### src/mnep_pkg.sv
// Package for the MIDI note event parser: status codes, event kinds and helpers.
`timescale 1ns / 1ps

package mnep_pkg;

    // Event kinds on the result channel
    localparam logic [1:0] EV_NOTE_OFF      = 2'd0;
    localparam logic [1:0] EV_NOTE_ON       = 2'd1;
    localparam logic [1:0] EV_ALL_NOTES_OFF = 2'd2;

    // Status bytes and message types
    localparam logic [7:0] ST_SYSEX_START   = 8'hF0;
    localparam logic [7:0] ST_SYSEX_END     = 8'hF7;
    localparam logic [7:0] ST_REALTIME_LO   = 8'hF8;
    localparam logic [7:0] ST_TYPE_MASK     = 8'hF0;
    localparam logic [7:0] ST_CHAN_MASK     = 8'h0F;
    localparam logic [7:0] TY_NOTE_OFF      = 8'h80;
    localparam logic [7:0] TY_NOTE_ON       = 8'h90;
    localparam logic [7:0] TY_CONTROL       = 8'hB0;
    localparam logic [7:0] TY_PROG_CHANGE   = 8'hC0;
    localparam logic [7:0] TY_CHAN_PRESSURE = 8'hD0;
    localparam logic [6:0] CC_ALL_NOTES_OFF = 7'h7B;

    // Program change and channel pressure carry a single data byte
    function automatic logic single_data_kind(input logic [7:0] status);
        logic [7:0] ty;
        ty = status & ST_TYPE_MASK;
        return (ty == TY_PROG_CHANGE) || (ty == TY_CHAN_PRESSURE);
    endfunction

endpackage

### src/midi_note_event_parser.sv
// MIDI running-status parser giving note-off, note-on and all-notes-off events.
//
// Usage:
//   Input channel: one received MIDI byte per item on i_rx_byte, handshake
//   i_in_valid / o_in_ready. Result channel: o_event_kind, o_channel, o_note,
//   o_velocity, handshake o_out_valid / i_out_ready. A byte gives at most one
//   result; most bytes give none.
//   Path: a byte is accepted into the input register and parsed from it,
//   and its result (if any) is offered from the result register.
//   Throughput: one byte per cycle while the receiver takes results. The
//   parse state (phase, running status, current status, first data byte,
//   SysEx flag) is updated in the same cycle as the result register loads.
//   Stalls: if a result waits and i_out_ready is low, the input register
//   holds its byte and o_in_ready drops once that register is also full.
//   Reset: synchronous, active low on i_rst_n; both stages empty, parser
//   waiting for a status byte, no running status, not in SysEx.
`timescale 1ns / 1ps

module midi_note_event_parser (
    input  logic       i_clk,
    input  logic       i_rst_n,
    input  logic       i_in_valid,
    output logic       o_in_ready,
    input  logic [7:0] i_rx_byte,
    output logic       o_out_valid,
    input  logic       i_out_ready,
    output logic [1:0] o_event_kind,
    output logic [3:0] o_channel,
    output logic [6:0] o_note,
    output logic [6:0] o_velocity
);

    typedef enum logic [1:0] {
        PH_STATUS = 2'd0,
        PH_DATA1  = 2'd1,
        PH_DATA2  = 2'd2
    } t_phase;

    // Input stage
    logic       r_in_valid;
    logic [7:0] r_in_byte;

    // Parse state
    t_phase     r_phase,   n_phase;
    logic [7:0] r_running, n_running;
    logic [7:0] r_current, n_current;
    logic [6:0] r_first,   n_first;
    logic       r_sysex,   n_sysex;

    // Result stage
    logic       r_out_valid;
    logic [1:0] r_kind;
    logic [3:0] r_chan;
    logic [6:0] r_note;
    logic [6:0] r_vel;

    logic       out_free;
    logic       proc_en;
    logic       in_take;
    logic       res_valid;
    logic [1:0] res_kind;
    logic [6:0] res_note;
    logic [6:0] res_vel;
    logic [6:0] data;
    logic [7:0] cur_type;
    logic [7:0] cur_chan;

    assign out_free   = !r_out_valid || i_out_ready;
    assign proc_en    = r_in_valid && out_free;
    assign o_in_ready = !r_in_valid || out_free;
    assign in_take    = i_in_valid && o_in_ready;

    assign data     = r_in_byte[6:0];
    assign cur_type = r_current & mnep_pkg::ST_TYPE_MASK;
    assign cur_chan = r_current & mnep_pkg::ST_CHAN_MASK;

    always_comb begin
        n_phase   = r_phase;
        n_running = r_running;
        n_current = r_current;
        n_first   = r_first;
        n_sysex   = r_sysex;
        res_valid = 1'b0;
        res_kind  = mnep_pkg::EV_NOTE_OFF;
        res_note  = 7'd0;
        res_vel   = 7'd0;

        if (r_sysex) begin
            if (r_in_byte == mnep_pkg::ST_SYSEX_END) begin
                n_sysex = 1'b0;
            end
        end else if (r_in_byte[7]) begin
            if (r_in_byte == mnep_pkg::ST_SYSEX_START) begin
                n_sysex   = 1'b1;
                n_running = 8'd0;
            end else if (r_in_byte >= mnep_pkg::ST_REALTIME_LO) begin
                // real-time: no effect
            end else if (r_in_byte >= mnep_pkg::ST_SYSEX_START) begin
                n_running = 8'd0;   // system common, phase kept
            end else begin
                n_current = r_in_byte;
                n_running = r_in_byte;
                n_phase   = PH_DATA1;
            end
        end else begin
            case (r_phase)
                PH_DATA1: begin
                    n_first = data;
                    n_phase = mnep_pkg::single_data_kind(r_current) ? PH_STATUS : PH_DATA2;
                end
                PH_DATA2: begin
                    n_phase = PH_STATUS;
                    if (cur_type == mnep_pkg::TY_NOTE_OFF) begin
                        res_valid = 1'b1;
                        res_note  = r_first;
                    end else if (cur_type == mnep_pkg::TY_NOTE_ON) begin
                        res_valid = 1'b1;
                        res_note  = r_first;
                        if (data != 7'd0) begin
                            res_kind = mnep_pkg::EV_NOTE_ON;
                            res_vel  = data;
                        end
                    end else if (cur_type == mnep_pkg::TY_CONTROL &&
                                 r_first == mnep_pkg::CC_ALL_NOTES_OFF) begin
                        res_valid = 1'b1;
                        res_kind  = mnep_pkg::EV_ALL_NOTES_OFF;
                    end
                end
                default: begin
                    // data byte in status phase: reuse running status if any
                    if (r_running != 8'd0) begin
                        n_current = r_running;
                        n_first   = data;
                        n_phase   = mnep_pkg::single_data_kind(r_running) ?
                                    PH_STATUS : PH_DATA2;
                    end
                end
            endcase
        end
    end

    always_ff @(posedge i_clk) begin
        if (!i_rst_n) begin
            r_in_valid  <= 1'b0;
            r_out_valid <= 1'b0;
            r_phase     <= PH_STATUS;
            r_running   <= 8'd0;
            r_current   <= 8'd0;
            r_first     <= 7'd0;
            r_sysex     <= 1'b0;
        end else begin
            if (o_in_ready) begin
                r_in_valid <= i_in_valid;
            end
            if (out_free) begin
                r_out_valid <= proc_en && res_valid;
            end
            if (proc_en) begin
                r_phase   <= n_phase;
                r_running <= n_running;
                r_current <= n_current;
                r_first   <= n_first;
                r_sysex   <= n_sysex;
            end
        end
        if (in_take) begin
            r_in_byte <= i_rx_byte;
        end
        if (proc_en) begin
            r_kind <= res_kind;
            r_chan <= cur_chan[3:0];
            r_note <= res_note;
            r_vel  <= res_vel;
        end
    end

    assign o_out_valid  = r_out_valid;
    assign o_event_kind = r_kind;
    assign o_channel    = r_chan;
    assign o_note       = r_note;
    assign o_velocity   = r_vel;

    // Bytes inside SysEx never produce a result
    a_sysex_silent: assert property (@(posedge i_clk) disable iff (!i_rst_n)
        proc_en && r_sysex |=> !o_out_valid)
        else $error("result produced inside SysEx");

    // Status bytes never produce a result
    a_status_silent: assert property (@(posedge i_clk) disable iff (!i_rst_n)
        proc_en && r_in_byte[7] |=> !o_out_valid)
        else $error("result produced by a status byte");

    // All-notes-off carries zero note and velocity
    a_all_off_zero: assert property (@(posedge i_clk) disable iff (!i_rst_n)
        o_out_valid && o_event_kind == mnep_pkg::EV_ALL_NOTES_OFF
        |-> o_note == 7'd0 && o_velocity == 7'd0)
        else $error("all-notes-off with nonzero note or velocity");

    // Note-on always has a nonzero velocity; other kinds have none
    a_velocity: assert property (@(posedge i_clk) disable iff (!i_rst_n)
        o_out_valid |-> (o_event_kind == mnep_pkg::EV_NOTE_ON) == (o_velocity != 7'd0))
        else $error("velocity does not match event kind");

    // Parser never leaves the three legal phases
    a_phase_legal: assert property (@(posedge i_clk) disable iff (!i_rst_n)
        proc_en |=> r_phase == PH_STATUS || r_phase == PH_DATA1 || r_phase == PH_DATA2)
        else $error("illegal parse phase");

endmodule
### config.mk
export PLATFORM = sky130hd
export DESIGN_NAME = midi_note_event_parser
export DESIGN_NICKNAME = d
export VERILOG_FILES = /design/src/mnep_pkg.sv /design/src/midi_note_event_parser.sv
export SDC_FILE = /design/constraint.sdc
export NUM_CORES = 1
export LEC_CHECK = 0
export BUFFER_PORTS_ARGS = -buffer_cell sky130_fd_sc_hd__buf_2
export CAP_MARGIN = 10
export CORE_MARGIN = 4
export CORE_UTILIZATION = 60
export DETAILED_ROUTE_END_ITERATION = 6
export GPL_ROUTABILITY_DRIVEN = 0
export PLACE_DENSITY = 0.81
export SKIP_CTS_REPAIR_TIMING = 1
export SYNTH_ARGS = -nofsm -noshare
export SYNTH_HDL_FRONTEND = slang
export SYNTH_SLANG_ARGS = --single-unit
### constraint.sdc
create_clock -name i_clk -period 5.34 [get_ports i_clk]
set_clock_uncertainty 0.15 [all_clocks]
set_input_delay 0.267 -clock i_clk [delete_from_list [all_inputs] [get_ports i_clk]]
set_output_delay 0.267 -clock i_clk [all_outputs]
set_load 0.1 [all_outputs]
Yosys cells after proc, flatten, opt, wreduce, memory -nomap -nowiden
Index checks and enable logic that the tools add are counted.

Memories: 0. Register bits after elaboration: 56. Memory bits (writable): 0. ROM bits: 0. Input port bits: 12. Latch bits: 0. Output and inout bits: 22.

Divide/modulo/power cells: 0. Order comparisons: 2. Multiplexer cells: 34. Bitwise gates (word level): 5. Add/subtract/negate cells: 0. Reductions and logical operators: 23. $mul: 0. Shift operators: 0. Equal/unequal tests: 17.

Operators by type and width (count): $mux W8 (9); $eq A4 B4 Y1 const B (7); $mux W7 (3); $mux W2 (9); $eq A8 B8 Y1 const B (2); $ge A8 B8 Y1 const B (2); $pmux W7 S2 (1); $mux W1 (11); $ne A2 B2 Y1 const B (4); $reduce_bool A8 Y1 (1); $eq A7 B7 Y1 const B (1); $reduce_and A7 Y1 (1); $reduce_bool A7 Y1 (1); $reduce_and A6 Y1 (1); $reduce_or A6 Y1 (1); $not A1 Y1 (5); $reduce_and A5 Y1 (1); $logic_and A1 B1 Y1 (4); $logic_or A1 B1 Y1 (4); $pmux W2 S2 (1); $reduce_and A4 Y1 (1); $reduce_bool A2 Y1 (2); $reduce_bool A4 Y1 (1); $reduce_or A4 Y1 (1); other kinds (6) (7).

Logic depth before layout (Yosys ltp)
Gate-level depths: netlist (run 1).

Depth in word-level cells: 9. Gate-level depth with buffers: 6.

Worst setup path after synthesis (run 1)
OpenSTA, ideal clock, no wires.

Path kind: flip-flop to flip-flop. Start: register r_out_valid, in the netlist o_out_valid. End: register r_in_byte[0], enable pin. Cell stages (with the launch flop): 4. Buffers on the path: 0. Library setup time: 0.279 ns. Arrival time: 2.382 ns. Slack: 2.529 ns. Cells stage by stage: dfxtp_1 nor2b_1 nand2_1 and2_1.

Cells in the longest elaborated chain, start to end: 4.

RTL lines: from (decl) (line midi_note_event_parser.sv:51) `logic r_out_valid;`; from (signal assigned) (line midi_note_event_parser.sv:156) `r_out_valid <= proc_en && res_valid;`; $logic_not A1 Y1 (line midi_note_event_parser.sv:68) `assign out_free = !r_out_valid || i_out_ready;`; $logic_or A1 B1 Y1 (line midi_note_event_parser.sv:68); $logic_or A1 B1 Y1 (line midi_note_event_parser.sv:70) `assign o_in_ready = !r_in_valid || out_free;`; net o_in_ready (line midi_note_event_parser.sv:23) `output logic o_in_ready,`; $logic_and A1 B1 Y1 (line midi_note_event_parser.sv:71) `assign in_take = i_in_valid && o_in_ready;`; net in_take (line midi_note_event_parser.sv:59) `logic in_take;`; to (signal assigned) (line midi_note_event_parser.sv:167) `r_in_byte <= i_rx_byte;`; to (decl) (line midi_note_event_parser.sv:41) `logic [7:0] r_in_byte;`.

The timed path passes the listed nets, and every way through them passes these cells. A chain may end at the register's enable or synchronous reset.

Worst setup path after layout (run 1)
Start: register r_in_byte[7]. End: register r_vel[1], in the netlist o_velocity[1] (data pin).

Cells in the longest elaborated chain, start to end: 1.

RTL lines: $reduce_or A6 Y1 (no source line); to (signal assigned) (line midi_note_event_parser.sv:173) `r_vel <= res_vel;`; to (decl) (line midi_note_event_parser.sv:55) `logic [6:0] r_vel;`.

Every way passes these cells.

==> results.md, run 1 <==
Global routing:
- The initial antenna violation count is 0.
- The most crowded layer after global routing is met2.
- The first-pass GRT wire length is slightly below 8000 microns.
- The number of global-route vias before repair is ~1600.
- Entering global routing, the biggest net connects 27 pins.
- Global routing used between 20% and 30% of the available met1 tracks.
- After global routing the overflow that remains totals 0.
- The global routing met3 resource utilization is under 10%.
- For this run, the total global-route usage over all layers was measured as between 10% and 20%.
- Global routing consumed, on the met2 layer, about a third of the routing resources.

Cells and area:
- In the final design database the tool counted between 200 and 250 nets.
- Relative to the synthesized area, the layout overhead comes to 14.7%.
- The fraction of final layout cells sized beyond drive strength 1 is between 20% and 30%.
- The repair_antennas step left the layout with diodes totalling 0.
- For this run, the number of standard cells in the final layout without fillers is ~280.
- The layout has roughly 280 filler cells.

Setup path:
- The maximum single-stage delay on the critical path is approximately 800 ps.
- The slowest cell on the critical path is sky130_fd_sc_hd__nor3b_1.
- Tracing the worst setup path back leads to its startpoint at r_in_byte[7]$_DFFE_PP_.
- The required time at the endpoint of the critical path is around 5400 ps.
- For the worst setup path, the data arrival time is about 2300 ps.
- The critical path startpoint category is a flip-flop.
- In this run the critical register-to-register path is launched from r_in_byte[7]$_DFFE_PP_.
- Traced cell by cell, the critical path runs through nor3b_1, and2_0, and3_1.
- The number of cell instances on the worst register-to-register path is 3.
- By startpoint and endpoint, the worst setup path is classified as flip-flop to flip-flop.
- The capture instance of the worst register-to-register path is o_velocity[1]$_SDFFCE_PP0P_.
- The most critical setup path has its endpoint at o_velocity[1]$_SDFFCE_PP0P_.
- The worst register-to-register path has a setup slack of around 3100 ps.
- STA classifies the critical path endpoint as a flip-flop.
- Along the worst path, the maximum fanout reaches 14.

Run status:
- The flow ran to the end, and the final reports show no timing, DRC or antenna violations.

Yosys:
- After synthesis the netlist holds a flip-flop and latch count of 56.
- In the synthesized netlist the dominant register cell turns out to be sky130_fd_sc_hd__edfxtp_1.
- Yosys mapped the design onto 44 distinct sky130hd cell types.
- The number of nets handed over by synthesis was slightly above 200.
- After synthesis, the share of cell area in mux cells is roughly 5.9%.
- After synthesis, the share of flip-flops with an asynchronous set or reset is 0%.
- Summing the areas of all and, or, nand and nor instances in the mapped netlist gives between 20 and 25% of the synthesized area.
- A synthesized cell averages 12.4 sq um.
- The gate count after technology mapping is between 150 and 200.
- The number of enable flip-flop cells after synthesis is 28.
- Of the total synthesized cell area, the portion taken by XOR and XNOR cells is 0%.
- The post-synthesis adder-cell area fraction is 1.06%.
- The fraction of synthesized cell area taken by the top area cell type is 35.5%.
- The dominant combinational cell family by area after synthesis is simple AND/OR/NAND/NOR gates.
- The synthesized netlist devotes between 10% and 20% of its cell area to compound gates.
- The largest area contributor in the synthesized netlist is sky130_fd_sc_hd__edfxtp_1.
- The share of the Yosys chip area taken by registers is 59.2%.
- After synthesis the cells add up to about 2400 sq um.
- The count of warnings emitted by yosys is 0.
- Ranked by total cell area, the synthesized netlist is headed by sky130_fd_sc_hd__edfxtp_1, sky130_fd_sc_hd__dfxtp_1, sky130_fd_sc_hd__and3_1.

Pwr:
- The cell area power density is between 300 and 400 nW/um^2.
- The maximum vdd drop is 0.178 mV.
- The total power of the final layout is ~0.82 mW.
- The leakage component of the power is 1.10 nW.

Routing:
- After detailed routing, the number of vias per cell comes to 5.98.
- The total detailed-routing wirelength is approximately 4900 microns.
- The number of iterations in the first detailed-routing pass is 6.
- The first-iteration detailed-routing DRC count is 148.
- In this run the remaining antenna-violating nets after routing total 0.
- The wire length per cell after detailed routing is 17.4 microns.
- The via count of the routed design is 1680.
- The DRC violation count after routing is 0.

Die:
- The initial core utilization is 63.2%.
- During I/O placement, the number of pins put on the boundary was 34.
- The number of placement rows is 22.
- The floorplan step defined a die boundary enclosing about 5000 sq um.
- The height of the die is 70.8 microns.
- The width of the chip is a little over 70 microns.
- In this run the standard cell core region covers 3740 sq um.

Timing:
- The final setup violation count is 0.
- Setup repair after global routing left no endpoint under its margin.
- For the pin with the worst max-slew slack, the measured transition is 1000 ps.
- Measured against its own limit, the worst slew margin works out to 32.9%.
- The smallest hold slack is between 40 and 50 ps.
- The shortest clock period the worst path allows after layout is about 2200 ps.
- The upper clock frequency limit is around 450 MHz.
- Adding up every negative setup slack in the final design gives 0 ps.
- The number of failing hold endpoints at the final stage is 0.
- The final number of max-transition violations is 0.
- The final period utilization is 41.6%.

Clock tree:
- The clock tree buffer depth is 2.
- The CTS buffer count is 5.
- The CTS tree is done.
- Clock-pin slew was measured on the worst setup and hold paths at 100 ps.
- The number of H-tree levels is 2.
- The worst-skew pair later-pin latency is around 310 ps.
- The number of sinks on the clock net is 56.
- The root buffer cell chosen for the clock tree is sky130_fd_sc_hd__clkbuf_8.

Min path:
- The path class of the lowest-slack min-delay path is input port to flip-flop.

Placed design:
- Buffers placed on the I/O ports in this run total 33.
- The total instance count after detailed placement is 265.
- The half-perimeter wire length of the detailed placement result is 3350 microns.

Flow run:
- The tool flagged a number of max-cap violations equal to 0.
[metal layers]
metal  vias up  part of all wire, %
met1       798                   41
met3        12                  8.2
met2        76                   49
li1        794                    -
met4         0                  1.8
met5         -                    0
[worst min path at each step]
stage / startpoint / end / slack (ps) / cells past startpoint
finish: i_in_valid / r_in_valid$_SDFFE_PN0N_ / 50 / 3
detailed placement: i_rx_byte[6] / r_in_byte[6]$_DFFE_PP_ / 300 / 1
CTS: i_rx_byte[6] / r_in_byte[6]$_DFFE_PP_ / -20 / 1
global route: i_in_valid / r_in_valid$_SDFFE_PN0N_ / 60 / 3
global placement: i_rx_byte[0] / r_in_byte[0]$_DFFE_PP_ / 290 / 1
floorplan: i_rx_byte[0] / r_in_byte[0]$_DFFE_PP_ / 220 / 0
[Yosys cell counts (2+ instances only)]
cell,n
sky130_fd_sc_hd__o2111a_1,4
sky130_fd_sc_hd__and2_1,2
sky130_fd_sc_hd__inv_1,4
sky130_fd_sc_hd__nand2_1,22
sky130_fd_sc_hd__or4_1,2
sky130_fd_sc_hd__nand4b_1,2
sky130_fd_sc_hd__buf_6,3
sky130_fd_sc_hd__and3_1,16
sky130_fd_sc_hd__nand2b_1,7
sky130_fd_sc_hd__or4_4,2
sky130_fd_sc_hd__nor2_1,7
sky130_fd_sc_hd__nand3_1,3
sky130_fd_sc_hd__mux2_4,4
sky130_fd_sc_hd__dfxtp_1,28
sky130_fd_sc_hd__or3_1,2
sky130_fd_sc_hd__a22o_1,8
sky130_fd_sc_hd__nand3b_1,2
sky130_fd_sc_hd__a31o_1,2
sky130_fd_sc_hd__ha_1,2
sky130_fd_sc_hd__edfxtp_1,28
sky130_fd_sc_hd__clkbuf_1,3
sky130_fd_sc_hd__nor2b_1,2
sky130_fd_sc_hd__mux2i_1,8
sky130_fd_sc_hd__a21oi_1,3
sky130_fd_sc_hd__o221a_1,4
sky130_fd_sc_hd__o21a_1,3
[layout make-up]
class	count	area, sq um	share of cell area [%]
flip-flops and latches	56	1400	51.6
multi-input cells	124	907	33.4
repair buffers	41	245	9.03
clock buffers	5	68.8	2.53
well taps	48	60.1	2.21
clock inverters	3	18.8	0.691
inverters	4	15.0	0.553
[critical path, delay by kind of cell, from the launching register on]
kind             cells  cell delay, ps
and+or+nand+nor      3            1350
DFF                  1             600
[layout by cell type, fill, tap and decap left out, types with 3 or more instances in the layout]
cell type	instances
sky130_fd_sc_hd__a22o_1	8
sky130_fd_sc_hd__and3_1	16
sky130_fd_sc_hd__o221a_1	4
sky130_fd_sc_hd__buf_2	33
sky130_fd_sc_hd__o2111a_1	4
sky130_fd_sc_hd__nand2b_1	7
sky130_fd_sc_hd__edfxtp_1	28
sky130_fd_sc_hd__a21oi_1	3
sky130_fd_sc_hd__o21a_1	3
sky130_fd_sc_hd__nand2_1	22
sky130_fd_sc_hd__dlygate4sd3_1	8
sky130_fd_sc_hd__nand3_1	3
sky130_fd_sc_hd__mux2_4	4
sky130_fd_sc_hd__mux2i_1	8
sky130_fd_sc_hd__clkbuf_8	5
sky130_fd_sc_hd__dfxtp_1	28
sky130_fd_sc_hd__nor2_1	7
sky130_fd_sc_hd__inv_1	4
[registers in the layout, summed over array words and instances (netlist names), 2 cells and up]
name,count
r_current,8
o_event_kind,2
o_note,7
r_running,8
r_phase,2
o_velocity,7
r_in_byte,8
o_channel,4
r_first,7
[power by group]
part / total [mW] / internal, mW / switching [mW]
Sequential: 0.487 / 0.468 / 0.0187
Clock: 0.223 / 0.0908 / 0.133
Combinational: 0.107 / 0.0367 / 0.0706
Total: 0.818 / 0.596 / 0.222
[cells by family after synthesis]
logic type / after synthesis
buffers and inverters: 11
DFF: 56
muxes: 12
adders and majority gates: 2
and+or+nand+nor: 80
AOI/OAI and AO/OA: 30
[per-stage QoR]
step	instance area [sq um]	setup WS (ps)	utilization (%)
2_1_floorplan	2370	2530	-
3_5_place_dp	2550	3230	68.1
5_1_grt	2720	2940	72.6
6_report	2720	3120	72.6
4_1_cts	2640	3200	70.4
3_3_place_gp	2550	3280	68.1
(Power assumes the default switching activity.)
==> run 2: changes to the inputs <==
Settings changed: CORE_UTILIZATION 60 to 56, PLACE_DENSITY 0.81 to 0.76.
Clock period 5.34 ns to 2.1 ns, I/O delays scaled along.
==> run 2 against run 1 <==
The run now ends with negative hold slack left. Highest routed layer unchanged. Design area up 7.0%. Non-clock buffer count up 19. Sequential power rose to 2.5 times the previous value. Global-route usage up 0.44 points.
==> results.md, run 2 (synthesis gave the netlist of run 1 again) <==
Routing:
- The first-iteration detailed-routing DRC count is 169 (+14%).
- The via-per-instance ratio is 5.82 (-2.6%).
- The number of iterations in the first detailed-routing pass is 4 (-2).
- The wire length per cell after detailed routing came to 16.7 microns (-4.1%).
- The DRC violation count after routing came to 0 (unchanged).
- The total detailed-routing wirelength is 5040 microns (+3.1%).
- The via count of the routed design is 1759 (+4.7%).
- The number of routed nets with antenna violations is 0 (unchanged).

Die:
- The number of ports placed on the die boundary was 34 (unchanged).
- The initial core utilization is 58.3% (-4.9 points).
- The die area was 5330 sq um (+6.3%).
- The core region area is 4060 sq um (+8.4%).
- The number of placement rows was 23 (+4.5%).
- The width of the chip is 73.0 microns (+3.1%).
- The height of the die is 73.0 microns (+3.1%).

Run status:
- The run finished, with violations left.
- The checks that failed: negative hold slack.

Timing:
- The relative slew slack is 58.3% (+25 points).
- The slew at the pin with the worst max-slew slack is 623 ps (-382 ps).
- Setup repair after global routing left no endpoint under its margin.
- The final period utilization came to 95.7% (+54 points).
- The shortest clock period the worst path allows after layout is 2010 ps (-212 ps).
- The final setup violation count is 0 (unchanged).
- The number of failing hold endpoints at the final stage is 1 (+1).
- The sum of negative setup slack came to 0 ps (unchanged).
- The upper clock frequency limit came to 498 MHz (+11%).
- The smallest hold slack is -5.09 ps (-53.5 ps).
- The final number of max-transition violations is 0 (unchanged).

Cells and area:
- The final design area excluding fillers was 2910 sq um (+7.0%).
- The largest registers in the layout are r_current (8), r_in_byte (8), r_running (8).
- The count of filler cells inserted in the layout is 268 (-4.6%).
- The antenna diode count is 0 (unchanged).
- Relative to the synthesized area, the layout overhead comes to 22.8%.
- Leaving out fill and tap cells, the most frequent cell in the layout is sky130_fd_sc_hd__buf_2.
- The fraction of final layout cells sized beyond drive strength 1 is 29.4% (+5.8 points).
- The layout net count is 265 (+7.7%).
- The final cell count without fillers was 302 (+7.5%).
- Leaving out fill and tap cells, the most frequent cells in the layout are sky130_fd_sc_hd__buf_2, sky130_fd_sc_hd__edfxtp_1, sky130_fd_sc_hd__dfxtp_1, sky130_fd_sc_hd__nand2_1, sky130_fd_sc_hd__and3_1.

Global routing:
- The first-pass GRT wire length is 8050 microns (+1.3%).
- The total congestion overflow after global routing was 0 (unchanged).
- The initial antenna violation count is 0 (unchanged).
- The maximum number of pins on one net before global-route repair is 26 (-3.7%).
- The number of global-route vias before repair came to 1684 (+3.0%).
- The global-route usage over all layers came to 20.3% (+0.44 points).

Setup path:
- On the critical path, the stage with the largest delay is an instance of sky130_fd_sc_hd__edfxtp_1.
- The required time at the endpoint of the critical path is 2170 ps (-3200 ps).
- The maximum single-stage delay on the critical path is 520 ps (-260 ps).
- The endpoint type of the worst setup path is a flip-flop.
- The kind of cell with the highest combined delay on the critical path is simple AND/OR/NAND/NOR gates.
- The signal on the critical path passes through and4_4, or3_1, mux2_4, o2111a_1.
- The critical path startpoint category is a flip-flop.
- The highest fanout seen on the critical path came to 6 (-8).
- The buffers plus inverters on the worst setup path is 0 (unchanged).
- The critical path arrival came to 2080 ps (-170 ps).
- The category of the critical setup timing path is flip-flop to flip-flop.

Clock tree:
- The worst-skew pair later-pin latency is 320 ps (about the same).
- The clock tree buffer depth is 2 (unchanged).
- TritonCTS built the clock tree.
- The number of sinks on the clock net is 56 (unchanged).
- The tree is rooted in a sky130_fd_sc_hd__clkbuf_8.
- The CTS buffer count came to 5 (unchanged).
- The clock-pin transition on the worst setup and hold timing paths is 100 ps (about the same).
- The number of H-tree levels came to 2 (unchanged).

Pwr:
- The combinational share of power came to 14.8% (+1.7 points).
- The design internal power came to 1.55 mW (+160%).
- The net switching share of the total power is 27.8% (+0.71 points).
- The cell area power density is 741 nW/um^2 (+150%).
- The sequential fraction of design power was 56.7% (-2.9 points).
- The portion of total power attributed to the clock network was 28.5% (+1.2 points).
- The maximum vdd drop is 0.503 mV (+180%).
- The switching power total is 0.600 mW (+170%).
- The leakage component of the power is 1.22 nW (+11%).

Placed design:
- The post-placement cell area was 2670 sq um (+4.9%).
- The number of input and output port buffers inserted is 33 (unchanged).
- The total instance count after detailed placement is 282 (+6.4%).
- The half-perimeter wire length of the detailed placement result is 3560 microns (+6.3%).

Flow run:
- The max-capacitance violation count is 0 (unchanged).

Min path:
- The path class of the lowest-slack min-delay path is input port to flip-flop.
## run 2: cell count changes in the layout (fill, tap and decap cells not counted)
| cell | delta |
|---|---|
| sky130_fd_sc_hd__buf_12 | +1 |
| sky130_fd_sc_hd__buf_4 | +15 |
| sky130_fd_sc_hd__clkinv_1 | -1 |
| sky130_fd_sc_hd__clkinv_4 | +1 |
| sky130_fd_sc_hd__clkinvlp_4 | -2 |
| sky130_fd_sc_hd__dfxtp_1 | -1 |
| sky130_fd_sc_hd__dfxtp_2 | +1 |
| sky130_fd_sc_hd__dlygate4sd3_1 | +3 |
| sky130_fd_sc_hd__inv_6 | +2 |
| sky130_fd_sc_hd__nand2_1 | -1 |
| sky130_fd_sc_hd__nand2_4 | +1 |
| sky130_fd_sc_hd__nor4b_2 | -1 |
| sky130_fd_sc_hd__nor4b_4 | +1 |
## run 2: worst paths after layout
check	startpoint	endpoint	slack (ps)	cells after the start
worst max-delay path	r_in_byte[7]$_DFFE_PP_	r_current[0]$_SDFFE_PN0P_	90	4
worst min-delay path	i_rst_n	r_sysex$_SDFFE_PN0P_	-5	3
worst max register to register	r_in_byte[7]$_DFFE_PP_	r_current[0]$_SDFFE_PN0P_	90	4
worst min register to register	r_first[1]$_SDFFE_PN0P_	r_first[1]$_SDFFE_PN0P_	330	2
## run 2: area by class of cell
cell class,instances,area (sq um),share of cell area (%)
Sequential cell,56,1400,48.3
Multi-Input combinational cell,124,923,31.8
Timing Repair Buffer,60,408,14.0
Clock buffer,5,68.8,2.37
Tap cell,50,62.6,2.15
Clock inverter,3,26.3,0.904
Inverter,4,15.0,0.517
## run 2: power by group through the flow
stage               clock (mW)  combinational (mW)  sequential, mW
finish                   0.613               0.319            1.22
global route             0.669               0.341            1.23
CTS                      0.636               0.298            1.22
detailed placement           0               0.296            1.25
global placement             0               0.291            1.24
floorplan                    0               0.136            1.33
## run 2: worst min-delay path, stage by stage
cell and delay (ps):
sky130_fd_sc_hd__buf_2 90, sky130_fd_sc_hd__inv_1 110, sky130_fd_sc_hd__a21oi_1 130
## run 2: metal layers
layer / vias up / routed length, microns / global-route usage [%]
met4: 0 / 149 / 11.7
li1: 833 / - / -
met5: - / 0 / 0
met1: 841 / 1990 / 24.0
met3: 15 / 382 / 5.10
met2: 70 / 2510 / 33.3
## run 2: metrics by stage
stage | hold WS [ps] | total power [mW] | util (%) | setup slack [ps]
final | -5.09 | 2.15 | 71.6 | 90.6
after global routing | 25.2 | 2.24 | 71.6 | 52.7
after CTS | -209 | 2.15 | 68.2 | 26.2
after detailed placement | 134 | 1.54 | 65.9 | 55.3
after global placement | 133 | 1.53 | 65.9 | 149
after floorplan | 53.9 | 1.46 | - | 44.7
